$ cat config.mk
export PLATFORM = sky130hd
export DESIGN_NAME = decimal96_multiply
export DESIGN_NICKNAME = d
export VERILOG_FILES = /design/src/sv/d96m_pkg.sv /design/src/sv/d96m_div10_digit.sv /design/src/sv/decimal96_multiply.sv
export SDC_FILE = /design/constraint.sdc
export NUM_CORES = 1
export LEC_CHECK = 0
export BUFFER_PORTS_ARGS = -buffer_cell sky130_fd_sc_hd__buf_4
export CELL_PAD_IN_SITES_DETAIL_PLACEMENT = 1
export CELL_PAD_IN_SITES_GLOBAL_PLACEMENT = 2
export CORE_UTILIZATION = 42
export DETAILED_ROUTE_END_ITERATION = 8
export PLACE_DENSITY = 0.84
export SLEW_MARGIN = 30
export SYNTH_ARGS = -nofsm -noshare
export SYNTH_HDL_FRONTEND = slang
export SYNTH_HIERARCHICAL = 1
export SYNTH_SLANG_ARGS = --single-unit
export TNS_END_PERCENT = 10
$ cat constraint.sdc
create_clock -name clk -period 22.2 [get_ports clk]
set_input_delay 3.33 -clock clk [delete_from_list [all_inputs] [get_ports clk]]
set_output_delay 3.33 -clock clk [all_outputs]
set_load 0.03 [all_outputs]
$ cat src/sv/d96m_pkg.sv
// ----------------------------------------------------------------------------
// d96m_pkg: shared types and constants
// Status codes and the divide-by-ten digit constants of the scaled multiplier.
// ----------------------------------------------------------------------------
package d96m_pkg;

	// result status
	typedef enum logic [1:0] {
		ST_OK      = 2'd0,
		ST_OVF_POS = 2'd1,
		ST_OVF_NEG = 2'd2
	} status_t;

	// divide-by-ten is done one 16-bit digit per cycle
	localparam int DIGIT_BITS = 16;
	localparam int REM_BITS   = 4;
	localparam int CUR_BITS   = DIGIT_BITS + REM_BITS;

	// floor(x / 10) == (x * DIV_RECIP) >> DIV_SHIFT for x < 10 * 2**16
	localparam int DIV_RECIP_BITS = 19;
	localparam logic [DIV_RECIP_BITS-1:0] DIV_RECIP = 19'd419431;
	localparam int DIV_SHIFT = 22;

	// operand and result mantissa field width (low word plus high word)
	localparam int FIELD_BITS = 96;

endpackage

$ cat src/sv/d96m_div10_digit.sv
// ----------------------------------------------------------------------------
// d96m_div10_digit: one digit step of a long division by ten
// Takes the running remainder and the next 16-bit digit, gives the quotient
// digit and the new remainder.
// ----------------------------------------------------------------------------
module d96m_div10_digit
	import d96m_pkg::*;
(
	input  logic [REM_BITS-1:0]   rem_in,
	input  logic [DIGIT_BITS-1:0] digit_in,
	output logic [DIGIT_BITS-1:0] quot,
	output logic [REM_BITS-1:0]   rem_out
);

	localparam int PROD_BITS = CUR_BITS + DIV_RECIP_BITS;

	logic [CUR_BITS-1:0]  cur;
	logic [PROD_BITS-1:0] recip_prod;
	logic [CUR_BITS-1:0]  back;

	assign cur        = {rem_in, digit_in};
	assign recip_prod = PROD_BITS'(cur) * PROD_BITS'(DIV_RECIP);
	// cur < 10 * 2**16, so the quotient fits one digit
	assign quot       = recip_prod[DIV_SHIFT +: DIGIT_BITS];
	// q * 10 = q * 8 + q * 2
	assign back       = ({4'd0, quot} << 3) + ({4'd0, quot} << 1);
	assign rem_out    = REM_BITS'(cur - back);

endmodule

$ cat src/sv/decimal96_multiply.sv
// ----------------------------------------------------------------------------
// decimal96_multiply: scaled decimal multiply with divide-by-ten reduction
// Shift-and-add mantissa multiply; unless the product reaches the wide limit, truncating
// divisions by ten follow until the product fits the mantissa or the scale reaches zero.
// ----------------------------------------------------------------------------
// Sequence: one adder pass per multiplier bit, one check, then for each
//   division by ten one step per 16-bit digit of the product (NCH digits,
//   NCH = product width / 16) and a new check, then a finish step that posts
//   the word once the output register is free; k divisions, k <= a_scale + b_scale.
// Throughput: one word in flight; in_ready is high only while idle.
// Reset: arst_n clears the sequencer and the output valid at once.
module decimal96_multiply
	import d96m_pkg::*;
#(
	parameter int MANTISSA_BITS = 96,
	parameter int WIDE_BITS     = 160
) (
	input  logic        clk,
	input  logic        arst_n,

	input  logic        in_valid,
	output logic        in_ready,
	input  logic [63:0] a_low,
	input  logic [31:0] a_high,
	input  logic [4:0]  a_scale,
	input  logic        a_negative,
	input  logic [63:0] b_low,
	input  logic [31:0] b_high,
	input  logic [4:0]  b_scale,
	input  logic        b_negative,

	output logic        out_valid,
	input  logic        out_ready,
	output logic [63:0] r_low,
	output logic [31:0] r_high,
	output logic [5:0]  r_scale,
	output logic        r_negative,
	output logic [1:0]  status
);

	// exact product width, padded to whole 16-bit digits for the divider
	localparam int PW    = 2 * MANTISSA_BITS;
	localparam int NCH   = (PW + DIGIT_BITS - 1) / DIGIT_BITS;
	localparam int PRW   = NCH * DIGIT_BITS;
	localparam int CNT_W = $clog2(MANTISSA_BITS);

	// bits that must be clear for overflow-free and fitting results
	localparam logic [PRW-1:0] WIDE_MASK = {PRW{1'b1}} << WIDE_BITS;
	localparam logic [PRW-1:0] MANT_MASK = {PRW{1'b1}} << MANTISSA_BITS;

	typedef enum logic [4:0] {
		S_IDLE  = 5'b00001,
		S_MUL   = 5'b00010,
		S_CHECK = 5'b00100,
		S_DIV   = 5'b01000,
		S_FIN   = 5'b10000
	} state_t;

	state_t                   state_q;
	logic [CNT_W-1:0]         cnt_q;
	logic [MANTISSA_BITS-1:0] a_q;
	logic [PRW-1:0]           prod_q;
	logic [REM_BITS-1:0]      rem_q;
	logic [5:0]               scale_q;
	logic                     neg_q;
	logic                     fail_q;

	logic                     out_valid_q;
	logic [FIELD_BITS-1:0]    r_mant_q;
	logic [5:0]               r_scale_q;
	logic                     r_neg_q;
	status_t                  status_q;

	// inputs, trimmed or zero-extended to the mantissa width
	logic [FIELD_BITS-1:0]    a_in;
	logic [FIELD_BITS-1:0]    b_in;

	// multiply step: add multiplicand into the upper half, shift right
	logic [MANTISSA_BITS:0]   mul_sum;
	logic [PRW-1:0]           mul_next;

	// divide step: rotate the top digit out, its quotient digit in
	logic [DIGIT_BITS-1:0]    dig_in;
	logic [DIGIT_BITS-1:0]    dig_q;
	logic [REM_BITS-1:0]      dig_rem;
	logic [PRW-1:0]           div_next;

	logic                     any_wide;
	logic                     any_high;
	logic                     out_free;

	assign a_in = {a_high, a_low};
	assign b_in = {b_high, b_low};

	assign mul_sum  = {1'b0, prod_q[PW-1:MANTISSA_BITS]}
	                + (prod_q[0] ? {1'b0, a_q} : {(MANTISSA_BITS + 1){1'b0}});
	assign mul_next = PRW'({mul_sum, prod_q[MANTISSA_BITS-1:1]});

	assign dig_in   = prod_q[PRW-1 -: DIGIT_BITS];
	assign div_next = {prod_q[PRW-DIGIT_BITS-1:0], dig_q};

	d96m_div10_digit u_div10 (
		.rem_in   (rem_q),
		.digit_in (dig_in),
		.quot     (dig_q),
		.rem_out  (dig_rem)
	);

	assign any_wide = |(prod_q & WIDE_MASK);
	assign any_high = |(prod_q & MANT_MASK);
	assign out_free = !out_valid_q || out_ready;

	assign in_ready = (state_q == S_IDLE);

	// sequencer
	always_ff @(posedge clk or negedge arst_n) begin
		if (!arst_n) begin
			state_q <= S_IDLE;
		end else begin
			unique case (state_q)
				S_IDLE: begin
					if (in_valid) state_q <= S_MUL;
				end
				S_MUL: begin
					if (cnt_q == CNT_W'(MANTISSA_BITS - 1)) state_q <= S_CHECK;
				end
				S_CHECK: begin
					if (!any_wide && any_high && scale_q != 6'd0) state_q <= S_DIV;
					else state_q <= S_FIN;
				end
				S_DIV: begin
					if (cnt_q == CNT_W'(NCH - 1)) state_q <= S_CHECK;
				end
				S_FIN: begin
					if (out_free) state_q <= S_IDLE;
				end
				default: state_q <= S_IDLE;
			endcase
		end
	end

	// datapath
	always_ff @(posedge clk) begin
		unique case (state_q)
			S_IDLE: begin
				if (in_valid) begin
					a_q     <= MANTISSA_BITS'(a_in);
					prod_q  <= PRW'(MANTISSA_BITS'(b_in));
					scale_q <= {1'b0, a_scale} + {1'b0, b_scale};
					neg_q   <= a_negative ^ b_negative;
					cnt_q   <= '0;
				end
			end
			S_MUL: begin
				prod_q <= mul_next;
				cnt_q  <= cnt_q + 1'b1;
			end
			S_CHECK: begin
				cnt_q  <= '0;
				rem_q  <= '0;
				fail_q <= any_wide || (any_high && scale_q == 6'd0);
			end
			S_DIV: begin
				prod_q <= div_next;
				rem_q  <= dig_rem;
				cnt_q  <= cnt_q + 1'b1;
				if (cnt_q == CNT_W'(NCH - 1)) scale_q <= scale_q - 6'd1;
			end
			S_FIN: begin
			end
			default: begin
			end
		endcase
	end

	// output register
	always_ff @(posedge clk or negedge arst_n) begin
		if (!arst_n) begin
			out_valid_q <= 1'b0;
		end else if (state_q == S_FIN && out_free) begin
			out_valid_q <= 1'b1;
		end else if (out_ready) begin
			out_valid_q <= 1'b0;
		end
	end

	always_ff @(posedge clk) begin
		if (state_q == S_FIN && out_free) begin
			if (fail_q) begin
				r_mant_q  <= '0;
				r_scale_q <= '0;
				r_neg_q   <= 1'b0;
				status_q  <= neg_q ? ST_OVF_NEG : ST_OVF_POS;
			end else begin
				r_mant_q  <= FIELD_BITS'(prod_q[MANTISSA_BITS-1:0]);
				r_scale_q <= scale_q;
				r_neg_q   <= neg_q;
				status_q  <= ST_OK;
			end
		end
	end

	assign out_valid  = out_valid_q;
	assign r_low      = r_mant_q[63:0];
	assign r_high     = r_mant_q[95:64];
	assign r_scale    = r_scale_q;
	assign r_negative = r_neg_q;
	assign status     = status_q;

	// a failed word carries a zero payload
	a_fail_zero: assert property (@(posedge clk) disable iff (!arst_n)
		out_valid_q && status_q != ST_OK
		|-> r_mant_q == '0 && r_scale_q == 6'd0 && !r_neg_q)
		else $error("failed result with nonzero payload");

	// divisions only run while the scale is positive
	a_div_scale: assert property (@(posedge clk) disable iff (!arst_n)
		state_q == S_DIV |-> scale_q != 6'd0)
		else $error("division by ten at zero scale");

	// a new output word only comes out of the finish step
	a_post_fin: assert property (@(posedge clk) disable iff (!arst_n)
		$rose(out_valid_q) |-> $past(state_q == S_FIN))
		else $error("output word posted outside finish step");

endmodule

# --- Yosys cells after proc, flatten, opt, wreduce, memory -nomap -nowiden ---
# Index checks and enable logic that the tools add are counted.
word_totals:
  register_bits: 418
  input_bits: 208
  out_inout_bits: 107
classes:
  n_addsub: 6
  mul: 1
  eq_ne: 11
  mux: 18
  n_bitwise: 1
  n_reduce_logical: 23
ops:
  columns: ["op", "n"]
  rows:
  - ["192-bit one-hot mux with 3 select lines", 1]
  - ["192-bit 2-to-1 mux", 1]
  - ["96-bit by 96-bit adder with 97-bit output", 1]
  - ["96-bit 2-to-1 mux", 1]
  - ["96-bit OR reduction", 1]
  - ["20-bit by 19-bit multiplier with 38-bit output, second input constant", 1]
  - ["32-bit OR reduction", 1]
  - ["5-bit 2-to-1 mux", 5]
  - ["5-bit one-hot mux with 5 select lines", 1]
  - ["7-bit one-hot mux with 3 select lines", 1]
  - ["6-bit 2-to-1 mux", 2]
  - ["6-bit one-hot mux with 2 select lines", 1]
  - ["2-bit != test, second input constant", 4]
  - ["4-bit one-hot mux with 2 select lines", 1]
  - ["7-bit by 1-bit adder with 7-bit output, second input constant", 1]
  - ["7-bit by 4-bit == test with 1-bit output, second input constant", 1]
  - ["7-bit == test, second input constant", 1]
  - ["7-bit 2-to-1 mux", 1]
  - ["5-bit by 5-bit adder with 6-bit output", 1]
  - ["6-bit logical NOT", 1]
  - ["2-bit AND reduction", 3]
  - ["2-bit nonzero test", 3]
  - ["3-bit nonzero test", 2]
  - ["6-bit nonzero test", 1]
  - ["other kinds (17)", 23]

# --- Depth between registers and ports, before layout ---
# Gate-level depths: netlist of the first run.
depth:
  depth_word: 6
  mapped_depth: 27
  depth_no_buf: 27

# --- Cells and area by module ---
# The synthesis of the first run kept the hierarchy.
by_module_without_submodules:
  columns: ["module", "instances", "cells_each", "area_each_um2"]
  rows:
  - ["decimal96_multiply", 1, 2285, 23782.8]
  - ["d96m_div10_digit", 1, 761, 7135.6]

# --- Worst setup path before layout of the first run ---
# No wires, ideal clock.
synth_timing:
  path_type: "input -> register"
  from: "in in_valid"
  to: "reg prod_q[0], enable pin"
  t_arrival_ns: 12.638
  required_time_ns: 21.391
  setup_slack_ns: 8.752
  cell_stages: 2
  cell_sequence: "nor2_1 > a21oi_1"
synth_between:
  elab_chain_len: 2
synth_lines:
  columns: ["item", "line", "source"]
  rows:
  - ["from (decl)", "decimal96_multiply.sv:21", "input logic in_valid,"]
  - ["2-bit != test (no line)", null, null]
  - ["2-bit AND reduction (no line)", null, null]
  - ["to (signal assigned)", "decimal96_multiply.sv:148", "prod_q <= PRW'(MANTISSA_BITS'(b_in));"]
  - ["to (signal assigned)", "decimal96_multiply.sv:155", "prod_q <= mul_next;"]
  - ["to (signal assigned)", "decimal96_multiply.sv:164", "prod_q <= div_next;"]
  - ["to (decl)", "decimal96_multiply.sv:62", "logic [PRW-1:0] prod_q;"]
# No other way between the ends.
# A chain may end at the register's enable or synchronous reset.

# --- Worst setup path after layout of the first run ---
layout_timing:
  from: "reg prod_q[176]"
  to: "reg rem_q[3] (data pin)"
layout_between:
  elab_chain_len: 4
layout_lines:
  columns: ["item", "line", "source"]
  rows:
  - ["20-bit by 19-bit multiplier with 38-bit output", "d96m_div10_digit.sv:22", "assign recip_prod = PROD_BITS'(cur) * PROD_BITS'(DIV_RECIP);"]
  - ["net dig_q[1]", "decimal96_multiply.sv:84", "logic [DIGIT_BITS-1:0] dig_q;"]
  - ["4-bit adder", "d96m_div10_digit.sv:26", "assign back = ({4'd0, quot} << 3) + ({4'd0, quot} << 1);"]
  - ["4-bit subtractor", "d96m_div10_digit.sv:27", "assign rem_out = REM_BITS'(cur - back);"]
  - ["net dig_rem[3]", "decimal96_multiply.sv:85", "logic [REM_BITS-1:0] dig_rem;"]
  - ["4-bit one-hot mux with 2 select lines", "decimal96_multiply.sv:144", "unique case (state_q)"]
  - ["to (signal assigned)", "decimal96_multiply.sv:165", "rem_q <= dig_rem;"]
  - ["to (decl)", "decimal96_multiply.sv:63", "logic [REM_BITS-1:0] rem_q;"]
# The timed path passes the listed nets, and every way through them passes these cells.

==> results_dict.tcl, run 1 <==
set metrics [dict create \
    status "completed" \
    grt_max_degree 102 \
    fin_skew_ps 20.7 \
    dp.final_hpwl_um 83100 \
    fin_nets 3907 \
    routed_wl_um 106000 \
    setup_tns_ps 0 \
    die_h_um 273 \
    crit_path_start_kind "register" \
    final_cell_mix "nand2_1 (413), edfxtp_1 (412), buf_4 (326)" \
    hold_buffers 0 \
    syn_area_sq_mm 0.0309 \
    drt-initial-drc-count 1573 \
    die_w_um 273 \
    vias 24300 \
    min_from "neg_q$_DFFE_PP_" \
    io_buffer_count 314 \
    path_max_fanout 8 \
    yosys_warnings 6 \
    numCtsBuffers 51 \
    clk_pin_slew_worst_paths_ps 60 \
    critPathLaunch "prod_q[176]$_DFFE_PP_" \
    gr-total-overflow 0 \
    cp_num_buf_inv 6 \
    cts_root_buf "clkbuf_16" \
    cp_common_cell "inv_1" \
    pin_count 315 \
    start_util 0.424 \
    ys_types 100 \
    finalMaxSlewViolations 0 \
    period_share 0.308 \
    crit_type "reg -> reg" \
    crit_family "adder cells" \
    grt_pass1_wl_um 160000 \
    final_common_cell "nand2_1" \
    htree_levels 2 \
    final-setup-viol-count 0 \
    clock_sinks 418 \
    clock_latency_ps 610 \
    cts.repair.resized 0 \
    fin_crit_ps 6840 \
    syn_inst 3046 \
    gp_congestion 0.914 \
    fin_cells 4293 \
    drc 0 \
    layout-drive-gt1-share 0.137 \
    ys_ff_latch 418 \
    finalWorstSetupSlack_ps 15360 \
    synth.avg_cell_area_sq_um 10.2 \
    ant_nets 0 \
    viasPerCell 5.66 \
    hold_slack_ps 587 \
    rsz0062_at_grt "no" \
    slowest_stage "edfxtp_1" \
    syn_nets 3663 \
    slowest_delay_ps 590 \
    grt_pass1_vias 26200 \
    report.final.hold_viol_count 0 \
    drt_pass1_iterations 5 \
    synth_ff_type "edfxtp_1" \
    antenna_found_initial 6 \
    dp_worst_setup_slack_ps 15350 \
    maxCapViolations 0 \
    max_freq_mhz 146 \
    worstHoldPathType "reg -> reg" \
    fp.dieArea_sq_mm 0.0747 \
    reg2reg_from "prod_q[176]$_DFFE_PP_" \
    routedWlPerCell_um 24.7 \
    cp_data_arrival_time_ps 7200 \
    synth_edf_count 412 \
    cts_tree "yes" \
    rows 99 \
    core_sq_mm 0.0730 \
    ys_seq_area_frac 0.405 \
    cp-end-kind "register" \
    post_cts_buffers 0 \
    ys_async_sr_fraction 0.0144 \
    clk_path_buf_depth 3 \
    syn2layout_area_growth_pct 15.6 \
    maxSlewHeadroom 0.390 \
    grt_use_total 0.282 \
    required_ps 22560 \
    worstMarginPinSlew_ps 915 \
    placedCellCount 4195 \
]
cells in the mapped netlist (5+ instances only):
cell type / count / share of area
a22o_1: 5 / 0.0014
nand2_1: 413 / 0.050
o21ai_1: 14 / 0.0023
o211ai_1: 11 / 0.0027
fa_1: 137 / 0.089
nor3b_1: 7 / 0.0017
o21bai_1: 27 / 0.0066
o31ai_1: 10 / 0.0024
nor2b_1: 111 / 0.022
mux2i_1: 15 / 0.0049
o21ai_0: 149 / 0.024
edfxtp_1: 412 / 0.40
dfrtp_1: 5 / 0.0040
nor2_1: 120 / 0.015
a21o_1: 52 / 0.013
a21oi_1: 162 / 0.026
clkbuf_1: 106 / 0.013
a22oi_1: 105 / 0.025
nand4_1: 55 / 0.011
a21boi_0: 5 / 0.0012
ha_1: 272 / 0.11
and4_1: 8 / 0.0023
buf_1: 5 / 0.00061
buf_2: 23 / 0.0037
and2_1: 108 / 0.022
xor2_1: 56 / 0.016
a221oi_1: 6 / 0.0017
inv_1: 299 / 0.036
or3_1: 10 / 0.0020
nor3_1: 23 / 0.0037
nor4_1: 31 / 0.0063
o21a_1: 21 / 0.0051
a31oi_1: 15 / 0.0030
nand2b_1: 7 / 0.0014
nand3_1: 31 / 0.0050
xnor2_1: 72 / 0.020
and3_1: 11 / 0.0022
nand3b_1: 6 / 0.0015
o221ai_1: 8 / 0.0023
a211oi_1: 7 / 0.0017
path summary, 6_finish.rpt:
path	to	slack, ps	cells past startpoint
setup reg to reg	rem_q[3]$_SDFFCE_PP0P_	15360	27
setup / recovery	rem_q[3]$_SDFFCE_PP0P_	15360	27
hold / removal	status[0]$_SDFFCE_PN0P_	590	1
hold reg to reg	status[0]$_SDFFCE_PN0P_	590	1
min in group asynchronous	state_q[2]$_DFFE_PN0P_	2530	1
max in group asynchronous	state_q[0]$_DFFE_PN1P_	19470	1
metal layers:
metal	share of wire	up-vias	wire [um]	track usage
met2	0.51	573	53900	0.498
met4	0.031	2	3260	0.0854
met5	0.00012	-	13	0
met1	0.43	12300	45500	0.366
li1	-	11300	-	-
met3	0.033	148	3500	0.0244
worst register-to-register path: stages, from the launching register on:
cell and delay (ps):
edfxtp_1 590, inv_1 100, ha_1 340, inv_1 110, ha_1 290, inv_1 50
fa_1 540, inv_1 60, fa_1 520, fa_1 560, inv_1 60, fa_1 530
inv_1 50, ha_1 380, and4_4 270, o21ai_1 80, a21oi_2 160, a21oi_4 100
o21ai_0 270, xor2_1 150, ha_1 380, nand2_1 110, and3_1 210, mux2i_1 140
o211ai_1 130, o2bb2ai_1 220, xnor2_1 80, and2_1 160
logic make-up (layout without fill, tap and decap cells):
family,count (synthesis),in the layout,share of synthesized area
multiplexers,17,17,0.00558
AO/OA/AOI/OAI,668,668,0.145
AND/OR/NAND/NOR,968,968,0.155
flip-flops,418,418,0.405
buffers and inverters,438,722,0.0545
other,0,4,0
XOR/XNOR,128,128,0.0363
adder cells (fa/ha/maj),409,409,0.199
registers in the layout, indices dropped and copies added (netlist names):
register / cells
out_valid: 1
neg_q: 1
r_scale: 6
state_q: 5
status: 2
r_mant_q: 96
rem_q: 4
fail_q: 1
scale_q: 6
r_negative: 1
a_q: 96
cnt_q: 7
prod_q: 192
stage by stage:
stage / util / instance area [sq um]
final: 0.490 / 35700
after CTS: 0.489 / 35700
after global routing: 0.490 / 35700
after floorplan: - / 30900
after detailed placement: 0.467 / 34100
after global placement: 0.467 / 34100
cell type report:
cell class                      instances  area, sq um
Multi-Input combinational cell       2190        16800
Clock buffer                           67         1380
Timing Repair Buffer                  330         2500
Sequential cell                       418        12500
Fill cell                            8094        37200
Antenna cell                            4         10.0
Clock inverter                         26          229
Inverter                              299         1120
Tap cell                              959         1200
Power of run 1 is not shown: default switching activity piles up to over one toggle a cycle in this logic, so the estimate is an artifact.
==> run 2, diff against run 1 <==
--- a/config.mk
+++ b/config.mk
@@ -5,12 +5,13 @@
 export SDC_FILE = /design/constraint.sdc
 export NUM_CORES = 1
 export LEC_CHECK = 0
+export ABC_AREA = 1
 export BUFFER_PORTS_ARGS = -buffer_cell sky130_fd_sc_hd__buf_4
 export CELL_PAD_IN_SITES_DETAIL_PLACEMENT = 1
 export CELL_PAD_IN_SITES_GLOBAL_PLACEMENT = 2
-export CORE_UTILIZATION = 42
+export CORE_UTILIZATION = 32
 export DETAILED_ROUTE_END_ITERATION = 8
-export PLACE_DENSITY = 0.84
+export PLACE_DENSITY = 0.74
 export SLEW_MARGIN = 30
 export SYNTH_ARGS = -nofsm -noshare
 export SYNTH_HDL_FRONTEND = slang
==> constraint.sdc (replaced) <==
create_clock -name clk -period 5.9 [get_ports clk]
set_input_delay 0.885 -clock clk [delete_from_list [all_inputs] [get_ports clk]]
set_output_delay 0.885 -clock clk [all_outputs]
set_load 0.03 [all_outputs]
==> run 2 against run 1 <==
- core utilization is 9.7 points lower
- critical path type unchanged
- routed wire length rose by 33%
- critical endpoint is now rem_q[2]$_SDFFCE_PP0P_
- via count is 29% higher
- sequential cell count stayed put
- hold slack worse by 190 ps
==> results_dict.tcl, run 2 <==
set metrics [dict create \
    status "completed" \
    crit_family "adder cells" \
    clock_sinks 418 \
    syn_inst 4675 \
    ys_seq_area_frac 0.358 \
    largest_register "prod_q" \
    grt_pass1_wl_um 209000 \
    syn2layout_area_growth_pct 20.8 \
    cp_num_buf_inv 7 \
    multiInputGateArea_sq_mm 0.0185 \
    fp.dieArea_sq_mm 0.111 \
    synth_edf_count 412 \
    yosys_warnings 6 \
    reg_top3 "prod_q (192), a_q (96), r_mant_q (96)" \
    grt_max_degree 122 \
    cts_tree "yes" \
    synth.avg_cell_area_sq_um 7.49 \
    rsz0062_at_grt "yes" \
    layout-drive-gt1-share 0.149 \
    cp-end-kind "register" \
    routed_wl_um 142000 \
    clk_path_buf_depth 3 \
    cp_data_arrival_time_ps 6090 \
    ys_types 44 \
    fin_crit_ps 5700 \
    antenna_found_initial 6 \
    dp.final_hpwl_um 117000 \
    synth_ff_type "edfxtp_1" \
    io_buffer_count 314 \
    final-setup-viol-count 0 \
    period_share 0.966 \
    max_freq_mhz 176 \
    slowest_stage "fa_1" \
    required_ps 6290 \
    crit_path_start_kind "register" \
    gr-total-overflow 0 \
    report.final.hold_viol_count 0 \
    core_sq_mm 0.108 \
    die_w_um 333 \
    path_max_fanout 4 \
    pin_count 315 \
    viasPerCell 4.79 \
    numCtsBuffers 53 \
    yosysTopAreaCell "edfxtp_1" \
    grt_pass1_vias 32400 \
    worstPathCellList "ha_4 > inv_1 > fa_1 > inv_1 > fa_1 > inv_1 > fa_1 > inv_1 > fa_1 > fa_1 > ha_4 > nand2_2 > nor2_4 > inv_1 > nor2_4 > nand3_2 > nand3_2 > nand2_1 > nand2_2 > inv_1 > ha_1 > xnor2_1 > inv_1 > nor2_1" \
    synth_xor_area_frac 0.00876 \
    worstMarginPinSlew_ps 965 \
    clk_pin_slew_worst_paths_ps 60 \
    start_util 0.325 \
    syn_area_sq_mm 0.0350 \
    gp_congestion 0.945 \
    worstHoldPathType "in -> reg" \
    routedWlPerCell_um 21.6 \
    final_common_cell "nand2_1" \
    htree_levels 2 \
    fin_skew_ps 19.4 \
    drt_pass1_iterations 5 \
    ys_ff_latch 418 \
    synthAdderAreaFrac 0.176 \
    synthMuxAreaShare 0.000286 \
    final_cell_mix "nand2_1 (1503), inv_1 (1096), buf_4 (439)" \
    yosys.area.top_type_share 0.353 \
    cts_root_buf "clkbuf_16" \
    largest_reg_flops 192 \
    maxCapViolations 0 \
    synth.most_common_cell "nand2_1" \
    drt-initial-drc-count 2052 \
    synth_compound_area_frac 0.0660 \
    finalMaxSlewViolations 0 \
    drc 0 \
    synth_top_cells_by_count "nand2_1 (1513), inv_1 (1105), edfxtp_1 (412)" \
    slowest_delay_ps 580 \
    die_h_um 333 \
    syn_nets 5292 \
    yosys.area_share.simple 0.261 \
    rows 120 \
    ys_async_sr_fraction 0.0144 \
    vias 31400 \
    hold_slack_ps 397 \
    cp_common_cell "inv_1" \
    grt_use_total 0.253 \
    nFillCells 13300 \
    ff_latch_area_sq_mm 0.0125 \
    synth_top_family_by_area "simple AND/OR/NAND/NOR gates" \
    final_util 0.392 \
    netlist_top_cells_area "edfxtp_1 (35%), nand2_1 (16%), inv_1 (12%)" \
    crit_type "reg -> reg" \
    ant_nets 0 \
    clock_latency_ps 660 \
    fin_nets 5716 \
    maxSlewHeadroom 0.357 \
    setup_tns_ps 0 \
]
==> run 2: metal layers <==
layer  GRT usage  routed length [um]  vias up
met5           0                   0        -
met4      0.0598                3040        0
met3      0.0273                5760      123
met2       0.415               66200      605
met1       0.356               66600    15300
li1            -                   -    15400
==> run 2: cell families (layout without fill, tap and decap cells) <==
kind of cell / Yosys count / in the layout
other cells: 0 / 5
simple gates: 2219 / 2219
fa+ha+maj: 409 / 409
xor+xnor: 35 / 35
compound gates: 376 / 376
flops: 418 / 418
buf+inv: 1217 / 1686
mux: 1 / 1
==> run 2: final timing paths <==
kind | from | slack (ps) | end | cells past startpoint
max in group asynchronous | arst_n | 4980 | state_q[0]$_DFFE_PN1P_ | 2
hold reg to reg | prod_q[67]$_DFFE_PP_ | 570 | r_mant_q[67]$_SDFFCE_PP0P_ | 2
setup reg to reg | prod_q[184]$_DFFE_PP_ | 200 | rem_q[2]$_SDFFCE_PP0P_ | 24
hold / removal | a_low[3] | 400 | a_q[3]$_DFFE_PP_ | 1
setup / recovery | prod_q[184]$_DFFE_PP_ | 200 | rem_q[2]$_SDFFCE_PP0P_ | 24
min in group asynchronous | arst_n | 720 | state_q[1]$_DFFE_PN0P_ | 2
==> run 2: final cells by class <==
cell class	count	share of cell area
tap	1403	0.0415
timing repair buffer	446	0.0804
clock inverter	37	0.0105
inverter	1140	0.102
multi-input combinational	3040	0.437
antenna	5	0.000296
sequential	418	0.296
clock buffer	63	0.0325
==> run 2: stage by stage <==
| step | area [sq um] | instances | setup slack, ps |
|---|---|---|---|
| after global routing | 42300 | 6552 | -94.2 |
| after CTS | 41600 | 6525 | 8.83 |
| after global placement | 39700 | 6419 | 11.5 |
| after detailed placement | 39700 | 6422 | -68.7 |
| final | 42300 | 6552 | 203 |
| after floorplan | 35000 | 4675 | 45.8 |
==> run 2: timing repair <==
item                                   in CTS  in global routing
endpoints found under the hold margin       5                  0
pin swaps                                   0                 48
hold buffers                                1                  0
setup buffers                               2                 22
setup endpoints to repair                   1                 17
gates cloned                                0                  0
gates resized for setup                     3                103
Power of run 2 is left out for the same reason.
==> run 3, diff against run 2 <==
--- a/config.mk
+++ b/config.mk
@@ -9,9 +9,11 @@
 export BUFFER_PORTS_ARGS = -buffer_cell sky130_fd_sc_hd__buf_4
 export CELL_PAD_IN_SITES_DETAIL_PLACEMENT = 1
 export CELL_PAD_IN_SITES_GLOBAL_PLACEMENT = 2
+export CORE_ASPECT_RATIO = 0.5
 export CORE_UTILIZATION = 32
 export DETAILED_ROUTE_END_ITERATION = 8
 export PLACE_DENSITY = 0.74
+export REMOVE_ABC_BUFFERS = 1
 export SLEW_MARGIN = 30
 export SYNTH_ARGS = -nofsm -noshare
 export SYNTH_HDL_FRONTEND = slang
==> run 3 against run 2 <==
- core utilization down 0.28 points
- critical path depth increased by 1
- fmax is 0.71% lower
- non-clock buffer count grew 10
- register-to-register slack got worse by 40 ps
- highest routed layer unchanged
==> results_dict.tcl, run 3 (synthesis gave the netlist of run 2 again) <==
set metrics [dict create \
    status "completed" \
    dp_worst_setup_slack_ps -65.2 \
    final_common_cell "nand2_1" \
    finalMaxSlewViolations 0 \
    fin_nets 5719 \
    pin_count 315 \
    regToRegEndpoint "rem_q[1]$_SDFFCE_PP0P_" \
    fin_skew_ps 26.7 \
    rsz0062_at_grt "yes" \
    die_w_um 470 \
    gr-total-overflow 0 \
    dpl-instance-area_sq_mm 0.0399 \
    routed_wl_um 142000 \
    cp-end-kind "register" \
    clock_sinks 418 \
    final_cell_mix "nand2_1 (1502), inv_1 (1097), buf_4 (448)" \
    cts_tree "yes" \
    ant_nets 0 \
    required_ps 6240 \
    gp_congestion 0.959 \
    routedWlPerCell_um 21.6 \
    path_max_fanout 4 \
    max_freq_mhz 174 \
    largest_reg_flops 192 \
    clock_latency_ps 630 \
    dp.final_hpwl_um 118000 \
    clk_pin_slew_worst_paths_ps 70 \
    io_buffer_count 314 \
    grt_pass1_vias 32600 \
    core_sq_mm 0.108 \
    antenna_found_initial 7 \
    start_util 0.324 \
    viasPerCell 4.80 \
    maxCapViolations 0 \
    report.final.hold_viol_count 0 \
    drt-initial-drc-count 2144 \
    fin_crit_ps 5740 \
    final_cell_area_sq_mm 0.0421 \
    largest_register "prod_q" \
    clk_path_buf_depth 3 \
    cp_data_arrival_time_ps 6070 \
    die_h_um 236 \
    htree_levels 2 \
    fp.dieArea_sq_mm 0.111 \
    numCtsBuffers 46 \
    grt_use_total 0.252 \
    grt_pass1_wl_um 208000 \
    r2r_cells 25 \
    finalWorstSetupSlack_ps 162 \
    vias 31600 \
    final_util 0.390 \
    syn2layout_area_growth_pct 20.2 \
    drc 0 \
    placedCellCount 6466 \
    fin_cells 6578 \
    crit_type "reg -> reg" \
    nFillCells 13300 \
    final-setup-viol-count 0 \
    reg2reg_from "rem_q[1]$_SDFFCE_PP0P_" \
    layout-drive-gt1-share 0.150 \
    reg_top3 "prod_q (192), a_q (96), r_mant_q (96)" \
    cts_root_buf "clkbuf_16" \
    rows 85 \
    grt_max_degree 119 \
    crit_path_start_kind "register" \
    worstHoldPathType "in -> async" \
    drt_pass1_iterations 5 \
    maxSlewHeadroom 0.360 \
    worstMarginPinSlew_ps 961 \
    r2r_setup_slack_ps 160 \
    period_share 0.972 \
]
## run 3: cell count changes in the layout (fill, tap and decap cells not counted), moves of 5 or more
cell and change:
buf_4 +9, clkbuf_1 -5, clkbuf_16 -7, clkinv_2 +5
ha_4 -5, nor2_1 -6, nor2_2 +8
## run 3: what timing repair did
item / CTS / global route
gates resized for setup: 4 / 96
hold buffers: 0 / 0
setup buffers: 11 / 11
pin swaps: 1 / 36
setup endpoints to repair: 1 / 16
## run 3: routing by layer
layer  global-route usage  share of wire  vias up  wire, um
met5                    0              0        -         0
met4               0.0681          0.027        0      3830
met3               0.0361          0.051      143      7250
met2                0.403           0.45      633     64200
met1                0.353           0.47    15400     66900
li1                     -              -    15400         -
## run 3: final cells by class
class / instances / area (sq um) / area share
repair buffers: 456 / 3510 / 0.0834
inverters: 1140 / 4300 / 0.102
clock inverters: 35 / 363 / 0.00862
well taps: 1435 / 1800 / 0.0427
flip-flops and latches: 418 / 12500 / 0.298
multi-input cells: 3040 / 18400 / 0.438
diodes: 4 / 10.0 / 0.000238
clock buffers: 50 / 1170 / 0.0277
## run 3: worst max path at each step
stage	from	end	slack, ps
after floorplan	state_q[4]$_DFFE_PN0P_	prod_q[0]$_DFFE_PP_	-1930
after global placement	prod_q[189]$_DFFE_PP_	rem_q[3]$_SDFFCE_PP0P_	-40
after detailed placement	prod_q[189]$_DFFE_PP_	rem_q[3]$_SDFFCE_PP0P_	-70
after CTS	prod_q[188]$_DFFE_PP_	rem_q[3]$_SDFFCE_PP0P_	20
after global routing	prod_q[191]$_DFFE_PP_	rem_q[3]$_SDFFCE_PP0P_	-140
final	rem_q[1]$_SDFFCE_PP0P_	rem_q[1]$_SDFFCE_PP0P_	160
## run 3: metrics by stage
step | setup TNS, ps | hold WS (ps)
after global routing | -298 | 26.2
after global placement | -39.1 | 538
after CTS | 0 | 13.9
after detailed placement | -65.2 | 566
final | 0 | 54.8
after floorplan | -371210 | 525
## run 3: critical path: stages (launching register included)
cell	delay (ps)
edfxtp_1	460
buf_4	180
ha_2	330
fa_1	520
inv_1	50
fa_1	500
inv_1	50
fa_1	500
fa_1	500
inv_1	60
fa_1	520
inv_1	50
ha_1	340
nand2_2	80
nor2_2	170
inv_2	80
nor2_4	100
nand3_1	120
nand3_2	120
nand2_1	60
nand2_2	90
inv_1	70
ha_1	270
inv_1	40
inv_1	100
nor2_1	80
Power of run 3 is left out for the same reason.
